[src/design/fde_pkg.sv]
package fde_pkg;

  // Store geometry
  localparam int DEPTH   = 32768;
  localparam int ADDR_W  = (DEPTH > 1) ? $clog2(DEPTH) : 1;
  localparam int DELAY_W = 15;
  localparam int GAIN_W  = 16;
  localparam int SMP_W   = 16;

  // Q1.15 unity and the half-LSB rounding bias
  localparam logic [GAIN_W-1:0] ONE_Q15 = 16'd32768;
  localparam int                ROUND_Q15 = 16384;

  // Configuration register indexes
  localparam int CFG_IDX_W = 3;
  localparam logic [CFG_IDX_W-1:0] REG_DELAY    = 3'd0;
  localparam logic [CFG_IDX_W-1:0] REG_FEEDBACK = 3'd1;
  localparam logic [CFG_IDX_W-1:0] REG_WET      = 3'd2;
  localparam logic [CFG_IDX_W-1:0] REG_VOLUME   = 3'd3;
  localparam logic [CFG_IDX_W-1:0] REG_BYPASS   = 3'd4;

  // Configuration as seen by the datapath, gains already clamped to unity
  typedef struct packed {
    logic [ADDR_W-1:0] delay;
    logic [GAIN_W-1:0] feedback;
    logic [GAIN_W-1:0] wet;
    logic [GAIN_W-1:0] dry;
    logic [GAIN_W-1:0] volume;
    logic              bypass;
  } cfg_t;

  // Clamp an 18-bit signed value to the 16-bit sample range
  function automatic logic signed [SMP_W-1:0] sat16(input logic signed [17:0] v);
    logic signed [17:0] hi;
    logic signed [17:0] lo;
    hi = 18'sd32767;
    lo = -18'sd32768;
    if (v > hi) begin
      sat16 = 16'sh7fff;
    end else if (v < lo) begin
      sat16 = 16'sh8000;
    end else begin
      sat16 = v[SMP_W-1:0];
    end
  endfunction

endpackage

[src/design/fde_cfg.sv]
module fde_cfg
  import fde_pkg::*;
(
  input  logic                 clk,
  input  logic                 rst,
  input  logic                 we,
  input  logic [CFG_IDX_W-1:0] index,
  input  logic [GAIN_W-1:0]    data,
  output cfg_t                 cfg
);

  localparam int DCMP_W = (ADDR_W > DELAY_W) ? ADDR_W : DELAY_W;
  localparam logic [DCMP_W-1:0] DELAY_MAX = DCMP_W'(DEPTH - 1);

  logic [ADDR_W-1:0] delay;
  logic [GAIN_W-1:0] feedback;
  logic [GAIN_W-1:0] wet;
  logic [GAIN_W-1:0] volume;
  logic              bypass;

  logic [DCMP_W-1:0] delay_wide;
  logic [DCMP_W-1:0] delay_clamped;
  logic [GAIN_W-1:0] gain_clamped;
  logic [GAIN_W:0]   dry_wide;

  always_comb begin
    delay_wide    = DCMP_W'(data[DELAY_W-1:0]);
    delay_clamped = (delay_wide > DELAY_MAX) ? DELAY_MAX : delay_wide;
    gain_clamped  = (data > ONE_Q15) ? ONE_Q15 : data;
  end

  // Clamp on write, so the datapath sees only legal values
  always_ff @(posedge clk) begin
    if (rst) begin
      delay    <= '0;
      feedback <= '0;
      wet      <= 16'd16384;
      volume   <= ONE_Q15;
      bypass   <= 1'b0;
    end else if (we) begin
      case (index)
        REG_DELAY:    delay    <= delay_clamped[ADDR_W-1:0];
        REG_FEEDBACK: feedback <= gain_clamped;
        REG_WET:      wet      <= gain_clamped;
        REG_VOLUME:   volume   <= gain_clamped;
        REG_BYPASS:   bypass   <= data[0];
        default: ;
      endcase
    end
  end

  assign dry_wide = {1'b0, ONE_Q15} - {1'b0, wet};

  always_comb begin
    cfg.delay    = delay;
    cfg.feedback = feedback;
    cfg.wet      = wet;
    cfg.dry      = dry_wide[GAIN_W-1:0];
    cfg.volume   = volume;
    cfg.bypass   = bypass;
  end

endmodule

[config.mk]
export PLATFORM = sky130hd
export DESIGN_NAME = fde_cfg
export DESIGN_NICKNAME = d
export VERILOG_FILES = /design/src/design/fde_pkg.sv /design/src/design/fde_cfg.sv
export SDC_FILE = /design/constraint.sdc
export NUM_CORES = 1
export LEC_CHECK = 0
export BUFFER_PORTS_ARGS = -buffer_cell sky130_fd_sc_hd__buf_2
export CORE_ASPECT_RATIO = 0.7
export CORE_MARGIN = 2
export CORE_UTILIZATION = 30
export DETAILED_ROUTE_END_ITERATION = 10
export PLACE_DENSITY = 0.59
export SLEW_MARGIN = 20
export SYNTH_ARGS = -nofsm -noshare
export SYNTH_HDL_FRONTEND = slang
export SYNTH_SLANG_ARGS = --single-unit
[constraint.sdc]
create_clock -name clk -period 3.8 [get_ports clk]
set_input_delay 0.19 -clock clk [delete_from_list [all_inputs] [get_ports clk]]
set_output_delay 0.19 -clock clk [all_outputs]
set_load 0.02 [all_outputs]
==> summary.txt, run 1 <==
Status
  – Outcome: finished, final reports clean

Floorplan
  – IO Count: 102
  – Initial core utilization: between 30 and 40%
  – Std cell rows: 28
  – Core area: around 0.0085 mm^2
  – Die area: roughly 0.0096 mm^2
  – Die width: between 100 and 150 um
  – Die height: between 80 and 90 um

Finish
  – Finished Layout Cells: roughly 550
  – Ant. Diodes: 0
  – Nets: roughly 450
  – Commonest non-fill, non-tap cell in the layout: nand2_1
  – Area Growth Syn to Fin: 30.4%
  – Commonest cells after routing, fill and taps aside: nand2_1 (130), buf_2 (100), dfxtp_1 (64), a21oi_1 (62), nor2b_1 (16)
  – Layout cells sized above 1: 27.1%

Clock tree
  – Number of CTS-inserted buffers: 9
  – CTS Buffer Depth: 2
  – Number of post-CTS setup repair buffers: 0
  – Clock latency on the worst-skew pair: approximately 320 ps
  – Hold buffers post-CTS: 0
  – TritonCTS clock tree: done
  – CTS HTree Levels: 3
  – Sink Count: between 60 and 70
  – Clk pin slew, worst setup/hold paths: 50 ps
  – Clk root buf: clkbuf_16
  – # resized after CTS: 0

Synthesis
  – Yosys reg bits: 64
  – Syn Nets: between 300 and 400
  – Mapped Area: 0.00264 mm^2
  – Post-synthesis sequential area ratio: between 40% and 50%
  – Synthesis Warnings: 0
  – Cells after Synth: about 340
  – Mean Syn Cell Area: between 7 and 8 um^2
  – Top post-synthesis cells by area: dfxtp_1 (49%), nand2_1 (19%), a21oi_1 (12%), nor2b_1 (3.8%), xnor2_1 (3.0%)
  – Synth top area share: between 40 and 50%
  – Yosys top cell by area: dfxtp_1
  – Distinct cell type count after synthesis: 28

Detailed routing
  – DR vias: between 2000 and 3000
  – Number of DRC markers in iteration 0: around 130
  – Drt total wl: just under 8000 um
  – Drc violations: 0
  – Antenna viol nets, final: 0
  – Vias per cell: 4.59
  – Wire per inst: roughly 14 um
  – Drt pass-1 iters: 4

Global route
  – Largest net degree at the start of global routing: between 60 and 70
  – First-pass GRT wire length: between 10000 and 15000 um
  – Vias in the first global route: approximately 2300
  – Overall routing resource usage: 17.1%
  – Congestion Overflow GR: 0
  – Initial antenna violation count: 0

STA
  – Final setup viols: 0
  – Hold Violations, Final: 0
  – Final Cycle Share: between 60% and 70%
  – Min Tclk post-route: ~2400 ps
  – Final Max Slew Viols: 0
  – Fmax: just over 400 MHz
  – Worst-Margin Slew: between 700 and 800 ps
  – RSZ-0062 raised after global routing: no
  – Clk_skew: 0 ps
  – Max transition margin: a little over half
  – TNS Setup: 0 ps

Setup path
  – R2r setup slk: about 3000 ps
  – Crit path DAT: 2240 ps
  – Element type at the critical path end: output pin
  – Critical Path RT: 3610 ps
  – WS Path Type: register to output pin
  – Worst Path Max Fanout: 6
  – Startpoint types: register

Place
  – Gp weighted congestion: around 0.76
  – DPL Wire Length: around 5800 um
  – I/O Buffers: around 100
  – Placed insts: approximately 540

Hold path
  – Hold Path Class: primary input to register

Flow run
  – Max-cap violations: 0

Pwr
  – Static leakage power: between 1.5 and 2 nW
  – Pwr/cell area: approximately 450 mW/mm^2
  – Worst IR Drop VDD: between 0.15 and 0.2 mV
final timing paths:
kind / startpoint / endpoint / cells after the start
max: wet[0]$_SDFFE_PP0P_ / cfg[29] / 7
min: data[7] / delay[7]$_SDFFE_PP0P_ / 3
max reg2reg: wet[4]$_SDFFE_PP0P_ / wet[4]$_SDFFE_PP0P_ / 2
min reg2reg: feedback[5]$_SDFFE_PP0P_ / feedback[5]$_SDFFE_PP0P_ / 2
report_power, final:
group / internal, mW / leakage, nW / switching (mW) / total (mW)
Clock: 0.427 / 0.121 / 0.273 / 0.701
Sequential: 0.683 / 0.517 / 0.00765 / 0.690
Combinational: 0.0526 / 0.885 / 0.103 / 0.156
cells by family after synthesis:
group / after synthesis / share of synthesized area, %
XOR/XNOR: 14 / 4.65
buffers and inverters: 25 / 4.03
flip-flops: 64 / 48.6
AO/OA/AOI/OAI: 62 / 11.8
multiplexers: 1 / 0.380
adder cells (fa/ha/maj): 1 / 0.474
AND/OR/NAND/NOR: 174 / 30.1
layout make-up:
cell class / count / area [um^2]
Clock buffer: 11 / 233
Timing Repair Buffer: 101 / 508
Multi-Input combinational cell: 252 / 1250
Tap cell: 120 / 150
Sequential cell: 64 / 1280
Inverter: 2 / 7.51
Fill cell: 938 / 5040
Clock inverter: 2 / 10.0
worst max-delay path, stage by stage (launching register included):
cell and delay (ps):
dfxtp_1 350, inv_1 70, ha_1 210, or4b_1 500, or2_4 280, nor4_2 160, xnor2_1 150, buf_2 190
registers in the layout, indices dropped and copies added, names as in the netlist:
name,cells
volume,16
delay,15
wet,16
bypass,1
feedback,16
metal layers:
metal	GRT usage (%)	vias up	wire length, um
met5	0	-	0
met4	3.57	0	89
met3	7.01	11	714
met2	25.1	97	3240
met1	23.7	1146	3820
li1	-	1281	-
Yosys cell counts:
| master | number |
|---|---|
| a21oi_1 | 62 |
| and2_1 | 1 |
| and3_1 | 2 |
| and3b_1 | 2 |
| and4bb_1 | 1 |
| buf_2 | 4 |
| buf_4 | 2 |
| clkbuf_1 | 17 |
| dfxtp_1 | 64 |
| ha_1 | 1 |
| inv_1 | 2 |
| mux2i_1 | 1 |
| nand2_1 | 130 |
| nand3_1 | 1 |
| nand3b_1 | 3 |
| nor2_1 | 7 |
| nor2b_1 | 16 |
| nor3_1 | 1 |
| nor3_4 | 1 |
| nor3b_2 | 1 |
| nor4_1 | 2 |
| nor4_2 | 1 |
| or2_4 | 1 |
| or4_1 | 2 |
| or4_4 | 1 |
| or4b_1 | 1 |
| xnor2_1 | 9 |
| xor2_1 | 5 |
metrics by stage:
stage | instance area (um^2) | util (%) | worst slack, ps | hold WS (ps) | power (mW)
after floorplan | 2640 | - | 1710 | 326 | 0.804
after global placement | 3190 | 37.7 | 1770 | 439 | 0.858
after detailed placement | 3190 | 37.7 | 1710 | 445 | 0.861
after CTS | 3440 | 40.5 | 1350 | 106 | 1.56
after global routing | 3440 | 40.6 | 1240 | 116 | 1.60
final | 3440 | 40.6 | 1370 | 114 | 1.55
Power figures use the tool's default switching activity.
==> run 2, diff against run 1 <==
clock period = 2.4 ns   (was 3.8 ns; I/O delays follow)
==> summary.txt, run 2 (same netlist as run 1, synthesis figures left out) <==
STA
  – Hold Violations, Final: 0 (unchanged)
  – Final hold slack: 38.3 ps (-75.4 ps)
  – Fmax: approximately 430 MHz
  – Min Tclk post-route: approximately 2300 ps
  – Clk_skew: 0 ps (unchanged)
  – Final Max Slew Viols: 0 (unchanged)
  – Worst-Margin Slew: 672 ps (-37.1 ps)
  – Final Worst Setup Slack: 76.7 ps (-1300 ps)
  – Max transition margin: 55.0% (+2.5 points)
  – Final Cycle Share: between 90% and 100%
  – RSZ-0062 raised after global routing: yes
  – Final setup viols: 0 (unchanged)

Hold path
  – Hold Path Class: primary input to register
  – Hold_sp: data[14]
  – Hold EP: delay[14]$_SDFFE_PP0P_
  – Cell count of the worst hold path: 3 (unchanged)

Clock tree
  – Hold buffers post-CTS: 0 (unchanged)
  – TritonCTS clock tree: done
  – Clk pin slew, worst setup/hold paths: 50 ps (about the same)
  – Sink Count: 64 (unchanged)
  – Clk root buf: clkbuf_16
  – CTS HTree Levels: 3 (unchanged)
  – Clock latency on the worst-skew pair: 330 ps (about the same)
  – CTS Buffer Depth: 2 (unchanged)
  – Number of CTS-inserted buffers: 9 (unchanged)

Place
  – Gp weighted congestion: 0.771 (+1.0%)
  – I/O Buffers: 101 (unchanged)
  – Placed Area: 0.00321 mm^2 (+0.47%)
  – DPL Wire Length: 5680 um (-1.3%)
  – Pre-CTS setup slack: 361 ps (-1350 ps)
  – Placed insts: 541 (+0.37%)

Floorplan
  – Die area: 0.00957 mm^2 (unchanged)
  – Die width: 116 um (unchanged)
  – Core area: 0.00848 mm^2 (unchanged)
  – Std cell rows: 28 (unchanged)
  – Die height: 82.5 um (unchanged)
  – Initial core utilization: 31.1% (unchanged)
  – IO Count: 102 (unchanged)

Setup path
  – R2r setup slk: 1560 ps (-1410 ps)
  – Critical Path RT: 2280 ps (-1330 ps)
  – Startpoint types: register
  – Worst flop-to-flop path endpoint: wet[4]$_SDFFE_PP0P_
  – Worst Path Max Fanout: 4 (-2)
  – FF-to-FF Start: wet[4]$_SDFFE_PP0P_
  – Element type at the critical path end: output pin
  – R2R cell count: 2 (unchanged)
  – Crit path DAT: 2200 ps (-40 ps)
  – WS Path Type: register to output pin

Global route
  – Vias in the first global route: 2333 (unchanged)
  – Congestion Overflow GR: 0 (unchanged)
  – Largest net degree at the start of global routing: 65 (unchanged)
  – Overall routing resource usage: 17.2% (+0.071 points)
  – First-pass GRT wire length: 12200 um (-0.56%)
  – Initial antenna violation count: 0 (unchanged)

Detailed routing
  – Drc violations: 0 (unchanged)
  – Drt pass-1 iters: 4 (unchanged)
  – DR vias: 2588 (+2.1%)
  – Vias per cell: 4.65 (+1.2%)
  – Wire per inst: 14.1 um (-0.83%)
  – Number of DRC markers in iteration 0: 123 (-7.5%)
  – Antenna viol nets, final: 0 (unchanged)
  – Drt total wl: 7870 um (about the same)

Finish
  – Final instance area: 0.00353 mm^2 (+2.7%)
  – Nets: 458 (+1.1%)
  – Finished Layout Cells: 557 (+0.91%)
  – Top Registers: feedback: 16 flops, volume: 16 flops, wet: 16 flops
  – Commonest cells after routing, fill and taps aside: nand2_1 (130), buf_2 (99), a21oi_1 (62), dfxtp_1 (62), nor2b_1 (16)
  – Fillers: 929 (-0.96%)
  – Register area: 0.00129 mm^2 (+0.59%)
  – Layout cells sized above 1: 29.5% (+2.4 points)
  – Area Growth Syn to Fin: 34.0%
  – Ant. Diodes: 0 (unchanged)
  – Commonest non-fill, non-tap cell in the layout: nand2_1
  – Multi-input logic area: 0.00127 mm^2 (+2.0%)

Pwr
  – Static leakage power: 1.57 nW (+2.8%)
  – Pwr/cell area: 710 mW/mm^2 (+58%)
  – Worst IR Drop VDD: 0.355 mV (+130%)

Status
  – Outcome: finished, final reports clean

Flow run
  – Max-cap violations: 0 (unchanged)
run 2: changes by cell type in the layout (fill, tap and decap cells not counted), moves of 2 or more:
cell      before  now
dfxtp_4        0    2
buf_4          1    7
dfxtp_1       64   62
inv_1          2    0
clkbuf_8       0    2
run 2: area by class of cell:
cell class                      instances  share of cell area (%)
Clock buffer                           12                    7.26
Clock inverter                          1                   0.142
Inverter                                2                   0.283
Multi-Input combinational cell        252                    36.1
Sequential cell                        64                    36.5
Tap cell                              120                    4.25
Timing Repair Buffer                  106                    15.5
run 2: worst max-delay path by stage:
| stage | start | endpoint | slack [ps] |
|---|---|---|---|
| after floorplan | wet[0]$_SDFFE_PP0P_ | cfg[25] | 380 |
| after global placement | wet[0]$_SDFFE_PP0P_ | cfg[31] | 440 |
| after detailed placement | wet[0]$_SDFFE_PP0P_ | cfg[29] | 360 |
| after CTS | wet[0]$_SDFFE_PP0P_ | cfg[31] | 10 |
| after global routing | wet[1]$_SDFFE_PP0P_ | cfg[29] | -1 |
| final | wet[1]$_SDFFE_PP0P_ | cfg[29] | 80 |
run 2: per-stage QoR:
step / util, % / total power, mW / setup TNS, ps
CTS: 41.0 / 2.53 / 0
floorplan: - / 1.27 / 0
finish: 41.7 / 2.51 / 0
global route: 41.7 / 2.60 / -1.46
global placement: 37.9 / 1.36 / 0
detailed placement: 37.9 / 1.36 / 0
run 2: timing repair:
item                       CTS  global route
buffers inserted             0             3
resized for setup            1            12
setup endpoints to repair    1             3
pin swaps                    0             5
run 2: worst max-delay path, stage by stage (launching register included):
cell	delay [ps]
dfxtp_4	350
inv_4	60
ha_4	130
or4b_4	470
or2_4	300
nor4_4	260
xnor2_1	150
buf_4	160
run 2: metal layers:
| layer | track usage [%] | up-vias | share of wire, % |
|---|---|---|---|
| li1 | - | 1286 | - |
| met1 | 22.9 | 1207 | 48 |
| met2 | 26.1 | 85 | 43 |
| met3 | 6.72 | 10 | 8.0 |
| met4 | 4.64 | 0 | 1.0 |
| met5 | 0 | - | 0 |
run 2: report_power, final:
group          total, mW  internal, mW  switching [mW]
logic              0.253        0.0907           0.163
registers           1.09          1.08          0.0127
clock network       1.16         0.735           0.430
==> run 3, diff against run 2 <==
==> constraint.sdc (replaced) <==
create_clock -name clk -period 2.4 [get_ports clk]
set_input_delay 0.36 -clock clk [delete_from_list [all_inputs] [get_ports clk]]
set_output_delay 0.36 -clock clk [all_outputs]
set_load 0.02 [all_outputs]
==> summary.txt, run 3 (same netlist as run 1, synthesis figures left out) <==
Clock tree
  – Clk pin slew, worst setup/hold paths: 50 ps (about the same)
  – TritonCTS clock tree: done
  – Clk root buf: clkbuf_16
  – Sink Count: 64 (unchanged)
  – Clock latency on the worst-skew pair: 320 ps (about the same)
  – Number of CTS-inserted buffers: 9 (unchanged)
  – CTS Buffer Depth: 2 (unchanged)
  – CTS HTree Levels: 3 (unchanged)
  – Hold buffers post-CTS: 0 (unchanged)

Setup path
  – Startpoint types: register
  – Worst Setup SP: wet[1]$_SDFFE_PP0P_
  – Crit path DAT: 2110 ps (-90 ps)
  – FF-to-FF Start: wet[9]$_SDFFE_PP0P_
  – Slowest stage delay, CP: 470 ps (about the same)
  – CP bufs+invs: 2 (unchanged)
  – Worst path slowest cell: or4b_4
  – Largest delay share family, worst path: simple AND/OR/NAND/NOR gates
  – R2R cell count: 2 (unchanged)
  – Element type at the critical path end: output pin
  – Critical Path RT: 2040 ps (-240 ps)
  – Worst Path Max Fanout: 4 (unchanged)
  – Crit-path cells: inv_2 -> ha_4 -> or4b_4 -> or2_4 -> nor3b_2 -> xnor2_1 -> buf_4
  – Critical path depth: 7 (unchanged)
  – WS Path Type: register to output pin

Pwr
  – Worst IR Drop VDD: 0.227 mV (-36%)
  – Pwr/cell area: 689 mW/mm^2 (-3.0%)
  – Static leakage power: 1.58 nW (+0.87%)
  – Total Power: 2.45 mW (-2.5%)

Global route
  – Vias in the first global route: 2313 (-0.86%)
  – Initial antenna violation count: 0 (unchanged)
  – Overall routing resource usage: 17.0% (-0.18 points)
  – Largest net degree at the start of global routing: 65 (unchanged)
  – Congestion Overflow GR: 0 (unchanged)
  – First-pass GRT wire length: 12000 um (-1.6%)

Floorplan
  – Die width: 116 um (unchanged)
  – Die height: 82.5 um (unchanged)
  – Std cell rows: 28 (unchanged)
  – Initial core utilization: 31.1% (unchanged)
  – Core area: 0.00848 mm^2 (unchanged)
  – Die area: 0.00957 mm^2 (unchanged)
  – IO Count: 102 (unchanged)

STA
  – Max transition margin: 56.4% (+1.4 points)
  – Hold Violations, Final: 0 (unchanged)
  – Final Worst Setup Slack: -67.7 ps (-144 ps)
  – Final Max Slew Viols: 0 (unchanged)
  – Final Cycle Share: 103% (+6.0 points)
  – Fmax: 405 MHz (-5.9%)
  – Final setup viols: 4 (+4)
  – Min Tclk post-route: 2470 ps (+144 ps)
  – Worst-Margin Slew: 653 ps (-18.9 ps)
  – Clk_skew: 0 ps (unchanged)
  – RSZ-0062 raised after global routing: yes

Detailed routing
  – Drc violations: 0 (unchanged)
  – Number of DRC markers in iteration 0: 158 (+28%)
  – Vias per cell: 4.59 (-1.2%)
  – Drt total wl: 7800 um (-0.88%)
  – Antenna viol nets, final: 0 (unchanged)
  – Wire per inst: 13.9 um (-1.8%)
  – DR vias: 2579 (-0.35%)
  – Drt pass-1 iters: 5 (+1)

Finish
  – Ant. Diodes: 0 (unchanged)
  – Commonest non-fill, non-tap cell in the layout: nand2_1
  – Layout cells sized above 1: 30.1% (+0.57 points)
  – Finished Layout Cells: 562 (+0.90%)
  – Commonest cells after routing, fill and taps aside: nand2_1 (130), buf_2 (97), a21oi_1 (62), dfxtp_1 (62), nor2b_1 (16)
  – Nets: 463 (+1.1%)
  – Area Growth Syn to Fin: 34.7%
  – Top Registers: feedback: 16 flops, volume: 16 flops, wet: 16 flops

Hold path
  – Hold Path Class: primary input to register
  – Hold_sp: data[11]
  – Cell count of the worst hold path: 3 (unchanged)

Place
  – I/O Buffers: 101 (unchanged)
  – Placed insts: 545 (+0.74%)
  – Gp weighted congestion: 0.785 (+1.9%)
  – DPL Wire Length: 5690 um (+0.12%)

Status
  – Outcome: finished, violations left
  – Failing checks: setup timing

Flow run
  – Max-cap violations: 0 (unchanged)
==> run 3: cell count changes in the layout (fill, tap and decap cells not counted), sizes merged <==
cell / change
clkbuf: -1
buf: +5
clkinv: +1
==> run 3: per-layer routing <==
metal | track usage [%] | routed length (um)
met4 | 4.40 | 39
met2 | 25.6 | 3390
met1 | 21.9 | 3630
met5 | 0 | 0
met3 | 8.25 | 740
==> run 3: where the power goes <==
group	total [mW]	switching (mW)	internal (mW)
logic	0.261	0.165	0.0959
clock network	1.09	0.418	0.675
registers	1.09	0.0116	1.08
total	2.45	0.594	1.85
==> run 3: repair_timing <==
item                                    CTS  global route
setup buffers                             4             0
gates cloned                              0             0
resized for setup                        12             1
endpoints found under the setup margin    5             8
pin swaps                                 6             2
==> run 3: stage by stage <==
| step | setup WS (ps) | hold slack (ps) | utilization [%] | cell area (um^2) | TNS, ps |
|---|---|---|---|---|---|
| after floorplan | 136 | 462 | - | 2640 | 0 |
| after global placement | 194 | 439 | 38.2 | 3240 | 0 |
| after detailed placement | 144 | 446 | 38.2 | 3240 | 0 |
| after CTS | -69.0 | 267 | 41.9 | 3550 | -230 |
| after global routing | -152 | 277 | 41.9 | 3550 | -749 |
| final | -67.7 | 278 | 41.9 | 3550 | -145 |
==> run 3: worst paths after layout <==
check	end	slack (ps)
setup / recovery	cfg[31]	-70
setup reg to reg	wet[9]$_SDFFE_PP0P_	1590
hold / removal	delay[11]$_SDFFE_PP0P_	280
hold reg to reg	feedback[12]$_SDFFE_PP0P_	450
==> run 3: area by class of cell <==
type / count / area (um^2)
Timing Repair Buffer: 111 / 591
Fill cell: 883 / 4930
Inverter: 2 / 7.51
Clock buffer: 11 / 233
Tap cell: 120 / 150
Clock inverter: 2 / 10.0
Sequential cell: 64 / 1290
Multi-Input combinational cell: 252 / 1270
==> run 3: worst register-to-register path, delay by kind of cell, from the launching register on <==
family / cells / cell delay (ps)
simple gates: 1 / 80
compound gates: 1 / 150
flops: 1 / 500
